===== src/design/sts_pkg.sv =====
// ----------------------------------------------------------------------------
// sts_pkg
// Shared types and codes for the script token scanner: token kinds, scan
// modes, pending operators, character codes and the per-byte result bundle.
// ----------------------------------------------------------------------------
package sts_pkg;

   localparam int LINE_BITS_DEFAULT   = 16;
   localparam int LENGTH_BITS_DEFAULT = 16;
   localparam int KIND_BITS           = 5;
   localparam int CHAR_BITS           = 8;
   localparam int MAX_TOKENS          = 3;
   localparam int COUNT_BITS          = 2;

   typedef logic [KIND_BITS-1:0] kind_type;
   typedef logic [CHAR_BITS-1:0] char_type;

   localparam kind_type KIND_LPAREN       = 5'd0;
   localparam kind_type KIND_RPAREN       = 5'd1;
   localparam kind_type KIND_LBRACE       = 5'd2;
   localparam kind_type KIND_RBRACE       = 5'd3;
   localparam kind_type KIND_PLUS         = 5'd4;
   localparam kind_type KIND_MINUS        = 5'd5;
   localparam kind_type KIND_STAR         = 5'd6;
   localparam kind_type KIND_SEMICOLON    = 5'd7;
   localparam kind_type KIND_DOT          = 5'd8;
   localparam kind_type KIND_COMMA        = 5'd9;
   localparam kind_type KIND_BANG         = 5'd10;
   localparam kind_type KIND_BANG_EQUAL   = 5'd11;
   localparam kind_type KIND_SLASH        = 5'd18;
   localparam kind_type KIND_NUMBER       = 5'd19;
   localparam kind_type KIND_STRING       = 5'd20;
   localparam kind_type KIND_EOF          = 5'd21;
   localparam kind_type KIND_UNEXPECTED   = 5'd22;
   localparam kind_type KIND_UNTERMINATED = 5'd23;

   localparam char_type CHAR_LPAREN    = 8'h28;
   localparam char_type CHAR_RPAREN    = 8'h29;
   localparam char_type CHAR_LBRACE    = 8'h7B;
   localparam char_type CHAR_RBRACE    = 8'h7D;
   localparam char_type CHAR_PLUS      = 8'h2B;
   localparam char_type CHAR_MINUS     = 8'h2D;
   localparam char_type CHAR_STAR      = 8'h2A;
   localparam char_type CHAR_SEMICOLON = 8'h3B;
   localparam char_type CHAR_DOT       = 8'h2E;
   localparam char_type CHAR_COMMA     = 8'h2C;
   localparam char_type CHAR_BANG      = 8'h21;
   localparam char_type CHAR_EQUALS    = 8'h3D;
   localparam char_type CHAR_GREATER   = 8'h3E;
   localparam char_type CHAR_LESS      = 8'h3C;
   localparam char_type CHAR_SLASH     = 8'h2F;
   localparam char_type CHAR_QUOTE     = 8'h22;
   localparam char_type CHAR_SPACE     = 8'h20;
   localparam char_type CHAR_CR        = 8'h0D;
   localparam char_type CHAR_TAB       = 8'h09;
   localparam char_type CHAR_NEWLINE   = 8'h0A;
   localparam char_type CHAR_UNDERSCORE = 8'h5F;

   typedef enum logic [7:0] {
      MODE_IDLE    = 8'b0000_0001,
      MODE_OP      = 8'b0000_0010,
      MODE_SLASH   = 8'b0000_0100,
      MODE_COMMENT = 8'b0000_1000,
      MODE_INT     = 8'b0001_0000,
      MODE_DOT     = 8'b0010_0000,
      MODE_FRAC    = 8'b0100_0000,
      MODE_STRING  = 8'b1000_0000
   } mode_type;

   typedef enum logic [1:0] {
      OP_BANG    = 2'd0,
      OP_EQUAL   = 2'd1,
      OP_GREATER = 2'd2,
      OP_LESS    = 2'd3
   } op_type;

   typedef struct packed {
      logic [COUNT_BITS-1:0]                count;
      logic [MAX_TOKENS-1:0][KIND_BITS-1:0] kind;
   } bundle_type;

endpackage


===== src/design/sts_scan_core.sv =====
// ----------------------------------------------------------------------------
// sts_scan_core
// Scanner state and per-byte decode: works out the tokens one source byte
// (or the end marker) gives and the state it leaves behind.
// ----------------------------------------------------------------------------
module sts_scan_core
   import sts_pkg::*;
#(
   parameter int LINE_BITS   = LINE_BITS_DEFAULT,
   parameter int LENGTH_BITS = LENGTH_BITS_DEFAULT
) (
   input  logic                   clock,
   input  logic                   reset,
   input  logic                   advance,
   input  char_type               in_ch,
   input  logic                   in_eos,
   output bundle_type             bundle,
   output logic [LINE_BITS-1:0]   tok_line,
   output logic [LENGTH_BITS-1:0] tok_length
);

   mode_type               mode_ff, mode_in;
   op_type                 pend_ff, pend_in;
   logic [LINE_BITS-1:0]   line_ff, line_in;
   logic [LENGTH_BITS-1:0] run_ff, run_in;

   logic [LENGTH_BITS-1:0] run_inc, run_inc2;
   logic [LINE_BITS-1:0]   line_inc_val;
   logic                   is_digit, is_letter;

   logic     f_emit, f_nl, f_run_set, f_run_one;
   kind_type f_kind;
   mode_type f_mode;
   op_type   f_op;

   logic [COUNT_BITS-1:0] pre_n;
   kind_type              pre_k0, pre_k1, tail_kind, op_kind, op_eq_kind;
   logic                  use_fresh, tail_emit, line_inc, clear;

   assign is_digit  = in_ch inside {[8'h30:8'h39]};
   assign is_letter = (in_ch inside {[8'h61:8'h7A]}) || (in_ch inside {[8'h41:8'h5A]})
                      || (in_ch == CHAR_UNDERSCORE);

   assign run_inc      = (run_ff == '1) ? run_ff : run_ff + LENGTH_BITS'(1);
   assign run_inc2     = (run_inc == '1) ? run_inc : run_inc + LENGTH_BITS'(1);
   assign line_inc_val = (line_ff == '1) ? line_ff : line_ff + LINE_BITS'(1);

   assign op_kind    = KIND_BANG + kind_type'({pend_ff, 1'b0});
   assign op_eq_kind = KIND_BANG_EQUAL + kind_type'({pend_ff, 1'b0});

   always_comb begin
      f_emit    = 1'b0;
      f_kind    = KIND_UNEXPECTED;
      f_mode    = MODE_IDLE;
      f_op      = pend_ff;
      f_nl      = 1'b0;
      f_run_set = 1'b0;
      f_run_one = 1'b0;
      if (is_digit) begin
         f_mode    = MODE_INT;
         f_run_set = 1'b1;
         f_run_one = 1'b1;
      end else if (!is_letter) begin
         case (in_ch)
            CHAR_LPAREN:    begin f_emit = 1'b1; f_kind = KIND_LPAREN;    end
            CHAR_RPAREN:    begin f_emit = 1'b1; f_kind = KIND_RPAREN;    end
            CHAR_LBRACE:    begin f_emit = 1'b1; f_kind = KIND_LBRACE;    end
            CHAR_RBRACE:    begin f_emit = 1'b1; f_kind = KIND_RBRACE;    end
            CHAR_PLUS:      begin f_emit = 1'b1; f_kind = KIND_PLUS;      end
            CHAR_MINUS:     begin f_emit = 1'b1; f_kind = KIND_MINUS;     end
            CHAR_STAR:      begin f_emit = 1'b1; f_kind = KIND_STAR;      end
            CHAR_SEMICOLON: begin f_emit = 1'b1; f_kind = KIND_SEMICOLON; end
            CHAR_DOT:       begin f_emit = 1'b1; f_kind = KIND_DOT;       end
            CHAR_COMMA:     begin f_emit = 1'b1; f_kind = KIND_COMMA;     end
            CHAR_BANG:      begin f_mode = MODE_OP; f_op = OP_BANG;       end
            CHAR_EQUALS:    begin f_mode = MODE_OP; f_op = OP_EQUAL;      end
            CHAR_GREATER:   begin f_mode = MODE_OP; f_op = OP_GREATER;    end
            CHAR_LESS:      begin f_mode = MODE_OP; f_op = OP_LESS;       end
            CHAR_SLASH:     f_mode = MODE_SLASH;
            CHAR_QUOTE:     begin f_mode = MODE_STRING; f_run_set = 1'b1; end
            CHAR_SPACE, CHAR_CR, CHAR_TAB: ;
            CHAR_NEWLINE:   f_nl = 1'b1;
            default:        f_emit = 1'b1;
         endcase
      end
   end

   always_comb begin
      pre_n     = '0;
      pre_k0    = KIND_NUMBER;
      pre_k1    = KIND_DOT;
      use_fresh = 1'b0;
      mode_in   = mode_ff;
      pend_in   = pend_ff;
      run_in    = run_ff;
      line_inc  = 1'b0;
      clear     = 1'b0;
      if (in_eos) begin
         clear = 1'b1;
         case (mode_ff)
            MODE_OP:    begin pre_n = 2'd1; pre_k0 = op_kind;           end
            MODE_SLASH: begin pre_n = 2'd1; pre_k0 = KIND_SLASH;        end
            MODE_INT, MODE_FRAC: pre_n = 2'd1;
            MODE_DOT:   pre_n = 2'd2;
            MODE_STRING: begin pre_n = 2'd1; pre_k0 = KIND_UNTERMINATED; end
            default: ;
         endcase
      end else begin
         case (mode_ff)
            MODE_OP: begin
               mode_in = MODE_IDLE;
               pre_n   = 2'd1;
               if (in_ch == CHAR_EQUALS) begin
                  pre_k0 = op_eq_kind;
               end else begin
                  pre_k0    = op_kind;
                  use_fresh = 1'b1;
               end
            end
            MODE_SLASH: begin
               if (in_ch == CHAR_SLASH) begin
                  mode_in = MODE_COMMENT;
               end else begin
                  pre_n     = 2'd1;
                  pre_k0    = KIND_SLASH;
                  use_fresh = 1'b1;
               end
            end
            MODE_COMMENT: begin
               if (in_ch == CHAR_NEWLINE) begin
                  line_inc = 1'b1;
                  mode_in  = MODE_IDLE;
               end
            end
            MODE_INT: begin
               if (is_digit) begin
                  run_in = run_inc;
               end else if (in_ch == CHAR_DOT) begin
                  mode_in = MODE_DOT;
               end else begin
                  pre_n     = 2'd1;
                  use_fresh = 1'b1;
               end
            end
            MODE_DOT: begin
               if (is_digit) begin
                  run_in  = run_inc2;
                  mode_in = MODE_FRAC;
               end else begin
                  pre_n     = 2'd2;
                  use_fresh = 1'b1;
               end
            end
            MODE_FRAC: begin
               if (is_digit) begin
                  run_in = run_inc;
               end else begin
                  pre_n     = 2'd1;
                  use_fresh = 1'b1;
               end
            end
            MODE_STRING: begin
               if (in_ch == CHAR_QUOTE) begin
                  pre_n   = 2'd1;
                  pre_k0  = KIND_STRING;
                  mode_in = MODE_IDLE;
               end else begin
                  line_inc = (in_ch == CHAR_NEWLINE);
                  run_in   = run_inc;
               end
            end
            default: use_fresh = 1'b1;
         endcase
         if (use_fresh) begin
            mode_in  = f_mode;
            pend_in  = f_op;
            line_inc = f_nl;
            if (f_run_set) begin
               run_in = f_run_one ? LENGTH_BITS'(1) : '0;
            end
         end
      end
   end

   assign tail_emit = in_eos || (use_fresh && f_emit);
   assign tail_kind = in_eos ? KIND_EOF : f_kind;

   always_comb begin
      bundle.count   = pre_n + COUNT_BITS'(tail_emit);
      bundle.kind[0] = (pre_n != 2'd0) ? pre_k0 : tail_kind;
      bundle.kind[1] = (pre_n == 2'd2) ? pre_k1 : tail_kind;
      bundle.kind[2] = tail_kind;
   end

   assign tok_line   = line_ff;
   assign tok_length = run_ff;

   always_ff @(posedge clock) begin
      if (reset) begin
         mode_ff <= MODE_IDLE;
         pend_ff <= OP_BANG;
         line_ff <= LINE_BITS'(1);
         run_ff  <= '0;
      end else if (advance) begin
         if (clear) begin
            mode_ff <= MODE_IDLE;
            pend_ff <= OP_BANG;
            line_ff <= LINE_BITS'(1);
            run_ff  <= '0;
         end else begin
            mode_ff <= mode_in;
            pend_ff <= pend_in;
            line_ff <= line_inc ? line_inc_val : line_ff;
            run_ff  <= run_in;
         end
      end
   end

endmodule


===== src/design/sts_result_buffer.sv =====
// ----------------------------------------------------------------------------
// sts_result_buffer
// Result register: holds the tokens of one source byte and hands them out
// one transfer at a time.
// ----------------------------------------------------------------------------
module sts_result_buffer
   import sts_pkg::*;
#(
   parameter int LINE_BITS   = LINE_BITS_DEFAULT,
   parameter int LENGTH_BITS = LENGTH_BITS_DEFAULT
) (
   input  logic                   clock,
   input  logic                   reset,
   input  logic                   load,
   input  bundle_type             bundle,
   input  logic [LINE_BITS-1:0]   tok_line,
   input  logic [LENGTH_BITS-1:0] tok_length,
   output logic                   free,
   output logic                   out_valid,
   input  logic                   out_ready,
   output kind_type               out_kind,
   output logic [LINE_BITS-1:0]   out_line,
   output logic [LENGTH_BITS-1:0] out_length,
   output logic                   out_last
);

   logic                   valid_ff;
   logic [COUNT_BITS-1:0]  idx_ff;
   bundle_type             bundle_ff;
   logic [LINE_BITS-1:0]   line_ff;
   logic [LENGTH_BITS-1:0] length_ff;
   logic                   transfer;

   assign out_valid  = valid_ff;
   assign out_kind   = bundle_ff.kind[idx_ff];
   assign out_last   = (idx_ff == bundle_ff.count - COUNT_BITS'(1));
   assign out_line   = line_ff;
   assign out_length = (out_kind == KIND_NUMBER || out_kind == KIND_STRING) ? length_ff : '0;
   assign transfer   = valid_ff && out_ready;
   assign free       = !valid_ff || (transfer && out_last);

   always_ff @(posedge clock) begin
      if (reset) begin
         valid_ff <= 1'b0;
         idx_ff   <= '0;
      end else if (load) begin
         valid_ff <= 1'b1;
         idx_ff   <= '0;
      end else if (transfer) begin
         valid_ff <= !out_last;
         idx_ff   <= idx_ff + COUNT_BITS'(1);
      end
   end

   always_ff @(posedge clock) begin
      if (load) begin
         bundle_ff <= bundle;
         line_ff   <= tok_line;
         length_ff <= tok_length;
      end
   end

endmodule


===== src/design/script_token_scanner.sv =====
// ----------------------------------------------------------------------------
// script_token_scanner
// Streaming lexical scanner: source bytes in, tokens with kind, line number
// and length out.
// ----------------------------------------------------------------------------
// One source byte is taken per cycle while the result side keeps up. A byte
// lands in the input register, is decoded against the scanner state in a
// single pass and its tokens (none to three) go into the result register,
// which is emptied one token a cycle while rsp_tready is high. A byte that
// gives no token or one token passes at one cycle per byte; a byte that gives
// more holds the result register until its last token is taken, and the next
// token-giving byte waits until then. Token line numbers and lengths saturate;
// after EOF the scanner starts over at line 1.
module script_token_scanner
   import sts_pkg::*;
#(
   parameter int   LINE_BITS   = LINE_BITS_DEFAULT,
   parameter int   LENGTH_BITS = LENGTH_BITS_DEFAULT,
   localparam int  RSP_BITS    = ((KIND_BITS + LINE_BITS + LENGTH_BITS + 7) / 8) * 8
) (
   input  logic                clock,
   input  logic                reset,
   input  logic                req_tvalid,
   output logic                req_tready,
   input  logic [7:0]          req_tdata,   // ch
   input  logic                req_tlast,   // end_of_source
   output logic                rsp_tvalid,
   input  logic                rsp_tready,
   output logic [RSP_BITS-1:0] rsp_tdata,   // kind, line_no, token_length
   output logic                rsp_tlast    // last_of_run
);

   logic     in_valid_ff;
   char_type in_ch_ff;
   logic     in_eos_ff;
   logic     advance, load, buf_free;

   bundle_type             bundle;
   logic [LINE_BITS-1:0]   tok_line, out_line;
   logic [LENGTH_BITS-1:0] tok_length, out_length;
   kind_type               out_kind;

   assign advance    = in_valid_ff && ((bundle.count == '0) || buf_free);
   assign load       = advance && (bundle.count != '0);
   assign req_tready = !in_valid_ff || advance;

   always_ff @(posedge clock) begin
      if (reset) begin
         in_valid_ff <= 1'b0;
      end else if (req_tvalid && req_tready) begin
         in_valid_ff <= 1'b1;
      end else if (advance) begin
         in_valid_ff <= 1'b0;
      end
   end

   always_ff @(posedge clock) begin
      if (req_tvalid && req_tready) begin
         in_ch_ff  <= req_tdata;
         in_eos_ff <= req_tlast;
      end
   end

   sts_scan_core #(
      .LINE_BITS   (LINE_BITS),
      .LENGTH_BITS (LENGTH_BITS)
   ) u_scan_core (
      .clock      (clock),
      .reset      (reset),
      .advance    (advance),
      .in_ch      (in_ch_ff),
      .in_eos     (in_eos_ff),
      .bundle     (bundle),
      .tok_line   (tok_line),
      .tok_length (tok_length)
   );

   sts_result_buffer #(
      .LINE_BITS   (LINE_BITS),
      .LENGTH_BITS (LENGTH_BITS)
   ) u_result_buffer (
      .clock      (clock),
      .reset      (reset),
      .load       (load),
      .bundle     (bundle),
      .tok_line   (tok_line),
      .tok_length (tok_length),
      .free       (buf_free),
      .out_valid  (rsp_tvalid),
      .out_ready  (rsp_tready),
      .out_kind   (out_kind),
      .out_line   (out_line),
      .out_length (out_length),
      .out_last   (rsp_tlast)
   );

   assign rsp_tdata = RSP_BITS'({out_length, out_line, out_kind});

endmodule


===== config.mk =====
export PLATFORM = sky130hd
export DESIGN_NAME = script_token_scanner
export DESIGN_NICKNAME = d
export VERILOG_FILES = /design/src/design/sts_pkg.sv /design/src/design/sts_scan_core.sv /design/src/design/sts_result_buffer.sv /design/src/design/script_token_scanner.sv
export SDC_FILE = /design/constraint.sdc
export NUM_CORES = 1
export LEC_CHECK = 0
export ABC_AREA = 1
export BUFFER_PORTS_ARGS = -buffer_cell sky130_fd_sc_hd__clkbuf_2
export CAP_MARGIN = 20
export CORE_MARGIN = 2
export CORE_UTILIZATION = 42
export CTS_CLUSTER_SIZE = 8
export DETAILED_ROUTE_END_ITERATION = 16
export PLACE_DENSITY = 0.7
export SYNTH_ARGS = -nofsm -noshare
export SYNTH_HDL_FRONTEND = slang
export SYNTH_SLANG_ARGS = --single-unit
export TNS_END_PERCENT = 100

===== constraint.sdc =====
create_clock -name clock -period 4.29 [get_ports clock]
set_clock_uncertainty 0.2 [all_clocks]
set_input_delay 1.287 -clock clock [delete_from_list [all_inputs] [get_ports clock]]
set_output_delay 1.287 -clock clock [all_outputs]
set_load 0.01 [all_outputs]

==> metrics.csv, run 1 <==
metric,value,unit
outcome,finished clean,
gr ovfl total,0,
Synth Area in Adders,0.8930,%
"Core Util, Final",48.73,%
"CP delay by family, top",simple AND/OR/NAND/NOR gates,
Finished Layout Cells,1278,
clk buf depth,2,
TritonCTS buffer count,9,
Core Rows,47,
CTS Sinks,104,
clk root buf,clkbuf_16,
slew margin rel.,46.96,%
"Clk Latency, worst-skew pair",0.36,ns
leakage power,3.265,nW
Post-Synth Simple-Gate Area,33.99,%
Critical Path Slowest Stage Cell,o41ai_4,
Die Width,133.2,um
CTS tree,yes,
number of enable flip-flop cells after synthesis,58,
Worst EP required,2.80,ns
max incr delay on CP,0.36,ns
post-synthesis mux area share,0,%
drt wl/cell,14.72,um
# nets final,1071,
initial DRC count,627,
Clock transition at path regs,0.07,ns
Synth Area in XOR/XNOR,2.983,%
"Buf+Inv Stages, Crit Path",3,
Peak VDD IR,203.0,uV
Area Growth Syn to Fin,14.54,%
antenna diode count,0,
register area share after synthesis,38.01,%
CP startpoint kind,flip-flop,
post-DR vias/cell,5.274,
Cells after DPL,1247,
die height,133.2,um
Crit path arrival time,2.74,ns
DRT Pass-1 Iters,8,
CP Cell Sequence,nor2_2 -> nand2_1 -> inv_1 -> nand4_1 -> inv_1 -> nand2_1 -> nand2_2 -> nor2_2 -> nand2_1 -> nand2_2 -> o41ai_4 -> ha_2 -> nand3b_4 -> nand3_4 -> buf_6,
largest net degree at the start of global routing,50,
global-route wire length before repair,30700,um
core area,16470,um2
Max-Cap Viols,0,
Mapped Cells,993,
# DRC,0,
Starting Density,42.55,%
minimum clock period,4.232,ns
Vias,6740,
htree depth,3,
Post-synth top flop,edfxtp_1,
compound-cell area share of the yosys netlist,13.88,%
CP max FO,3,
PD cells,302.5,nW/um2
largest family of logic cells by synthesized area,simple AND/OR/NAND/NOR gates,
vias in the first global route,6181,
final setup violation count,0,
Detailed Place HPWL,13240,um
I/O Buffers,52,
Final Hold Vio Count,0,
Syn Area/Cell,7.055,um2
final WL,18810,um
WS Path Type,reg -> out,
Tightest Pin Transition,0.7948,ns
I/O Pins,56,
crit share post-route,98.64,%
Antenna Nets Post-Route,0,
post-synth cell types,57,
die area,17730,um2
fmax,236.3,MHz
layout cells sized above 1,17.67,%
initial antenna violation count,0,
CP most frequent cell,nand2_1,
RSZ-0062 raised after global routing,true,
"flops & latches, synth",104,
Worst Hold Slack,0.2405,ns
worst hold path type,reg -> reg,
GRT Total Usage,21.40,%
Worst setup EP type,primary output,
gp weighted congestion,0.9523,
hold_buf cts,0,
fillers,1632,
final-report max-slew violation count,0,
yosys warns,0,
fraction of registers with async set/reset,0,%
Post-Synthesis Cell Area,7005,um2
-- cell usage in the layout (no fill, tap or decap), types with 18 or more instances in the layout --
| master | synthesis | layout |
|---|---|---|
| nand4_1 | 20 | 20 |
| buf_4 | 6 | 32 |
| nand2_2 | 14 | 18 |
| inv_1 | 120 | 115 |
| o21ai_0 | 54 | 52 |
| a21oi_1 | 50 | 50 |
| nand2_1 | 221 | 216 |
| clkbuf_2 | 0 | 51 |
| edfxtp_1 | 58 | 58 |
| nor2_1 | 138 | 135 |
| nand3_1 | 68 | 66 |
| dfxtp_1 | 46 | 40 |
| nor3_1 | 21 | 20 |
-- through the flow --
step | worst slack, ns | power (mW) | area (um2) | setup TNS, ns
2_1_floorplan | 0.1627 | 1.431 | 7013 | 0
3_3_place_gp | 0.2791 | 1.542 | 7496 | 0
3_5_place_dp | 0.2513 | 1.546 | 7496 | 0
4_1_cts | 0.01675 | 2.416 | 7853 | 0
5_1_grt | -0.1258 | 2.536 | 8024 | -0.1258
6_report | 0.05824 | 2.428 | 8024 | 0
-- cell type report --
cell class | count | area (um2) | share of cell area, %
clock buffers | 9 | 225.2 | 2.807
clock inverters | 7 | 88.84 | 1.107
flip-flops and latches | 104 | 2670 | 33.28
well taps | 220 | 275.3 | 3.431
multi-input cells | 717 | 3721 | 46.37
inverters | 136 | 516.7 | 6.440
repair buffers | 85 | 526.8 | 6.565
-- registers in the layout, summed over array words and instances (netlist names) --
register and count:
u_scan_core.tok_length 16, u_result_buffer.length_ff 16, in_eos_ff 1, u_result_buffer.idx_ff 2, in_valid_ff 1, u_result_buffer.out_line 16
u_result_buffer.bundle_ff 17, u_result_buffer.out_valid 1, u_scan_core.tok_line 16, in_ch_ff 8, u_scan_core.mode_ff 8, u_scan_core.pend_ff 2
-- worst paths after layout --
| kind | start | to | slack [ns] | depth (start not counted) |
|---|---|---|---|---|
| setup / recovery | u_scan_core.mode_ff[4] | req_tready | 0.06 | 15 |
| hold / removal | u_scan_core.tok_line[2] | u_result_buffer.out_line[2] | 0.24 | 0 |
| setup reg to reg | u_scan_core.mode_ff[4] | u_scan_core.tok_line[3] | 0.50 | 21 |
| hold reg to reg | u_scan_core.tok_line[2] | u_result_buffer.out_line[2] | 0.24 | 0 |
-- cells by family after synthesis --
family / after synthesis
AOI/OAI and AO/OA: 160
xor gates and xnor gates: 23
adders and majority gates: 5
buffers and inverters: 174
DFF: 104
other: 1
and+or+nand+nor: 526
-- synth_stat cells (8+ instances only) --
cell type / count / area share, %
or2_2: 10 / 0.89
nand2_1: 221 / 12
nor3_1: 21 / 1.5
buf_2: 10 / 0.71
o21ai_0: 54 / 3.9
a21oi_1: 50 / 3.6
dfxtp_1: 46 / 13
edfxtp_1: 58 / 25
o211ai_1: 17 / 1.8
inv_1: 120 / 6.4
nand3_1: 68 / 4.9
clkbuf_1: 19 / 1.0
inv_2: 8 / 0.43
nand2_2: 14 / 1.3
nor2_1: 138 / 7.4
nor2_2: 8 / 0.71
xor2_1: 17 / 2.1
nand4_1: 20 / 1.8
-- repair_timing --
item | CTS | global route
resized for setup | 7 | 27
pin swaps | 1 | 12
buffers inserted | 3 | 12
setup endpoints to repair | 1 | 1
-- worst reg2reg max path, cell delays in order, from the launching register on --
cell	delay [ns]
dfxtp_1	0.34
nor2_2	0.17
nand2_1	0.10
inv_1	0.08
nand4_1	0.16
inv_1	0.13
nand2_1	0.08
nand2_2	0.09
nor2_2	0.04
nand2_1	0.08
nand2_2	0.08
o41ai_4	0.36
ha_2	0.33
nand3b_4	0.17
buf_4	0.15
nand2_2	0.07
nand2_4	0.12
inv_2	0.16
nand2_2	0.24
inv_2	0.31
nand3_1	0.11
a21oi_1	0.17
-- routing by layer --
layer | global-route usage [%] | wire [um]
met5 | 0 | 0
met4 | 6.442 | 298
met3 | 3.158 | 1474
met2 | 35.41 | 8751
met1 | 29.18 | 8285
-- where the power goes --
group / switching, mW / total, mW / internal, mW / leakage (nW)
clock network: 0.408 / 0.874 / 0.466 / 0.150
registers: 0.0498 / 1.17 / 1.12 / 0.904
logic: 0.254 / 0.385 / 0.132 / 2.21
total: 0.712 / 2.43 / 1.72 / 3.26
Power figures use the tool's default switching activity.
==> run 2, diff against run 1 <==
- CELL_PAD_IN_SITES_DETAIL_PLACEMENT: not set -> 0
- CELL_PAD_IN_SITES_GLOBAL_PLACEMENT: not set -> 1
- CORE_UTILIZATION: 42 -> 40
- PLACE_DENSITY: 0.7 -> 0.85
==> run 2 against run 1 <==
Against the previous run: die area increased by 4.8%; final cell count is 0.86% higher; non-clock buffer count up 6; sequential power is essentially flat; clock-buffer cell count unchanged; clock power shrank 5.8%; fmax increased by 0.10%; combinational power rose by 5.5%; sequential share of layout area is 0.35 points lower; routed wire length up 5.7%; via count increased by 0.22%; critical path type unchanged; worst setup slack improved by 0.0043 ns.
==> metrics.csv, run 2 (synthesis gave the netlist of run 1 again) <==
metric,value,unit,change
clk root buf,clkbuf_16,,unchanged
worst hold path type,reg -> reg,,unchanged
Detailed Place HPWL,14070,um,was 13240 um
CP startpoint kind,flip-flop,,unchanged
fmax,236.6,MHz,was 236.3 MHz
Worst Hold Slack,0.2587,ns,was 0.2405 ns
GRT Total Usage,21.73,%,was 21.40%
gp weighted congestion,0.9294,,was 0.9523
minimum clock period,4.227,ns,was 4.232 ns
CP Cell Sequence,inv_1 -> nand2_2 -> nor2_4 -> nand3_1 -> nand2_1 -> nand2_1 -> o21ai_1 -> nor2_2 -> nand2_2 -> nand2_2 -> o41ai_4 -> ha_4 -> nand3b_4 -> nand3_4 -> buf_6,,was nor2_2 -> nand2_1 -> inv_1 -> nand4_1 -> inv_1 -> nand2_1 -> nand2_2 -> nor2_2 -> nand2_1 -> nand2_2 -> o41ai_4 -> ha_2 -> nand3b_4 -> nand3_4 -> buf_6
clk buf depth,2,,unchanged
CTS Sinks,104,,unchanged
I/O Buffers,52,,unchanged
DP Area,7517,um2,was 7496 um2
Die Width,136.3,um,was 133.2 um
Core Rows,48,,was 47
dpl ws,0.2197,ns,was 0.2513 ns
drt wl/cell,15.43,um,was 14.72 um
Antenna Nets Post-Route,0,,unchanged
gr ovfl total,0,,unchanged
hold_buf cts,0,,unchanged
leakage power,3.286,nW,was 3.265 nW
Clock transition at path regs,0.08,ns,was 0.07 ns
Vias,6755,,was 6740
TritonCTS buffer count,9,,unchanged
"Clk Latency, worst-skew pair",0.37,ns,was 0.36 ns
PD cells,295.1,nW/um2,was 302.5 nW/um2
cell-internal power,1.664,mW,was 1.716 mW
DRT Pass-1 Iters,5,,was 8
die height,136.3,um,was 133.2 um
# nets final,1077,,was 1071
"Most flops, register",u_result_buffer.bundle_ff,,unchanged
WS Path Type,reg -> out,,unchanged
Max-Cap Viols,0,,unchanged
Final Hold Vio Count,0,,unchanged
vias in the first global route,6137,,was 6181
slew margin rel.,45.47,%,was 46.96%
Crit path arrival time,2.74,ns,about the same
Area Growth Syn to Fin,15.86,%,was 14.54%
max incr delay on CP,0.38,ns,was 0.36 ns
"most common cell after layout, fill and taps aside",nand2_1,,unchanged
clock share of power,34.4,%,was 36.0%
layout cells sized above 1,19.64,%,was 17.67%
final setup violation count,0,,unchanged
Starting Density,40.64,%,was 42.55%
# DRC,0,,unchanged
Worst EP required,2.80,ns,about the same
htree depth,3,,unchanged
final-report max-slew violation count,0,,unchanged
final WL,19880,um,was 18810 um
core area,17240,um2,was 16470 um2
crit share post-route,98.54,%,was 98.64%
"Buf+Inv Stages, Crit Path",2,,was 3
sequential share of power,48.7,%,was 48.1%
antenna diode count,0,,unchanged
largest net degree at the start of global routing,48,,was 50
Setup TNS Final,0,ns,unchanged
Peak VDD IR,195.5,uV,was 203.0 uV
slack of the critical path,0.06257,ns,was 0.05824 ns
Critical Path Slowest Stage Cell,o41ai_4,,unchanged
I/O Pins,56,,unchanged
Comb power frac,16.9,%,was 15.9%
post-DR vias/cell,5.240,,was 5.274
Tightest Pin Transition,0.8171,ns,was 0.7948 ns
Psw,0.7314,mW,was 0.7115 mW
initial antenna violation count,0,,unchanged
final instance area,8117,um2,was 8024 um2
fillers,1767,,was 1632
"CP delay by family, top",simple AND/OR/NAND/NOR gates,,unchanged
CP max FO,4,,was 3
max FFs per register,17,,unchanged
Worst setup EP type,primary output,,unchanged
die area,18590,um2,was 17730 um2
CP most frequent cell,nand2_2,,was nand2_1
Sw Share,30.54,%,was 29.31%
most frequent cells in the layout,"nand2_1, nor2_1, inv_1",,unchanged
CTS tree,yes,,unchanged
global-route wire length before repair,31510,um,was 30700 um
initial DRC count,489,,was 627
"Core Util, Final",47.09,%,was 48.73%
outcome,finished clean,,unchanged
-- run 2: power by group through the flow --
| stage | sequential (mW) | clock, mW | combinational (mW) |
|---|---|---|---|
| detailed placement | 1.19 | 0 | 0.368 |
| CTS | 1.16 | 0.836 | 0.373 |
| finish | 1.17 | 0.823 | 0.406 |
| floorplan | 1.17 | 0 | 0.257 |
| global placement | 1.18 | 0 | 0.365 |
| global route | 1.17 | 0.877 | 0.452 |
-- run 2: worst paths after layout --
kind	slack, ns	cells past startpoint	end	start
max reg2reg	0.46	21	u_scan_core.tok_line[6]	u_scan_core.mode_ff[2]
max	0.06	15	req_tready	u_scan_core.mode_ff[2]
min	0.26	0	u_result_buffer.out_line[2]	u_scan_core.tok_line[2]
min reg2reg	0.26	0	u_result_buffer.out_line[2]	u_scan_core.tok_line[2]
-- run 2: per-layer routing --
layer	up-vias	part of all wire, %	GRT usage, %
met5	-	0	0
met4	0	1.7	6.539
met3	27	6.5	4.101
met2	197	46	33.86
met1	3123	46	30.56
li1	3408	-	-
-- run 2: cell type report --
| cell class | instances | area, um2 | area share [%] |
|---|---|---|---|
| tap | 225 | 281.5 | 3.468 |
| sequential | 104 | 2673 | 32.93 |
| timing repair buffer | 91 | 571.8 | 7.045 |
| multi-input combinational | 717 | 3784 | 46.62 |
| inverter | 136 | 516.7 | 6.367 |
| clock buffer | 9 | 225.2 | 2.775 |
| clock inverter | 7 | 65.06 | 0.8016 |
-- run 2: timing repair --
item,CTS,global route
pin swaps,2,19
gates resized for setup,10,43
buffers inserted,5,14
setup endpoints to repair,1,1
-- run 2: stage by stage --
| step | power [mW] | cells |
|---|---|---|
| finish | 2.395 | 1289 |
| floorplan | 1.431 | 995 |
| global route | 2.503 | 1289 |
| global placement | 1.550 | 1254 |
| detailed placement | 1.553 | 1254 |
| CTS | 2.373 | 1275 |
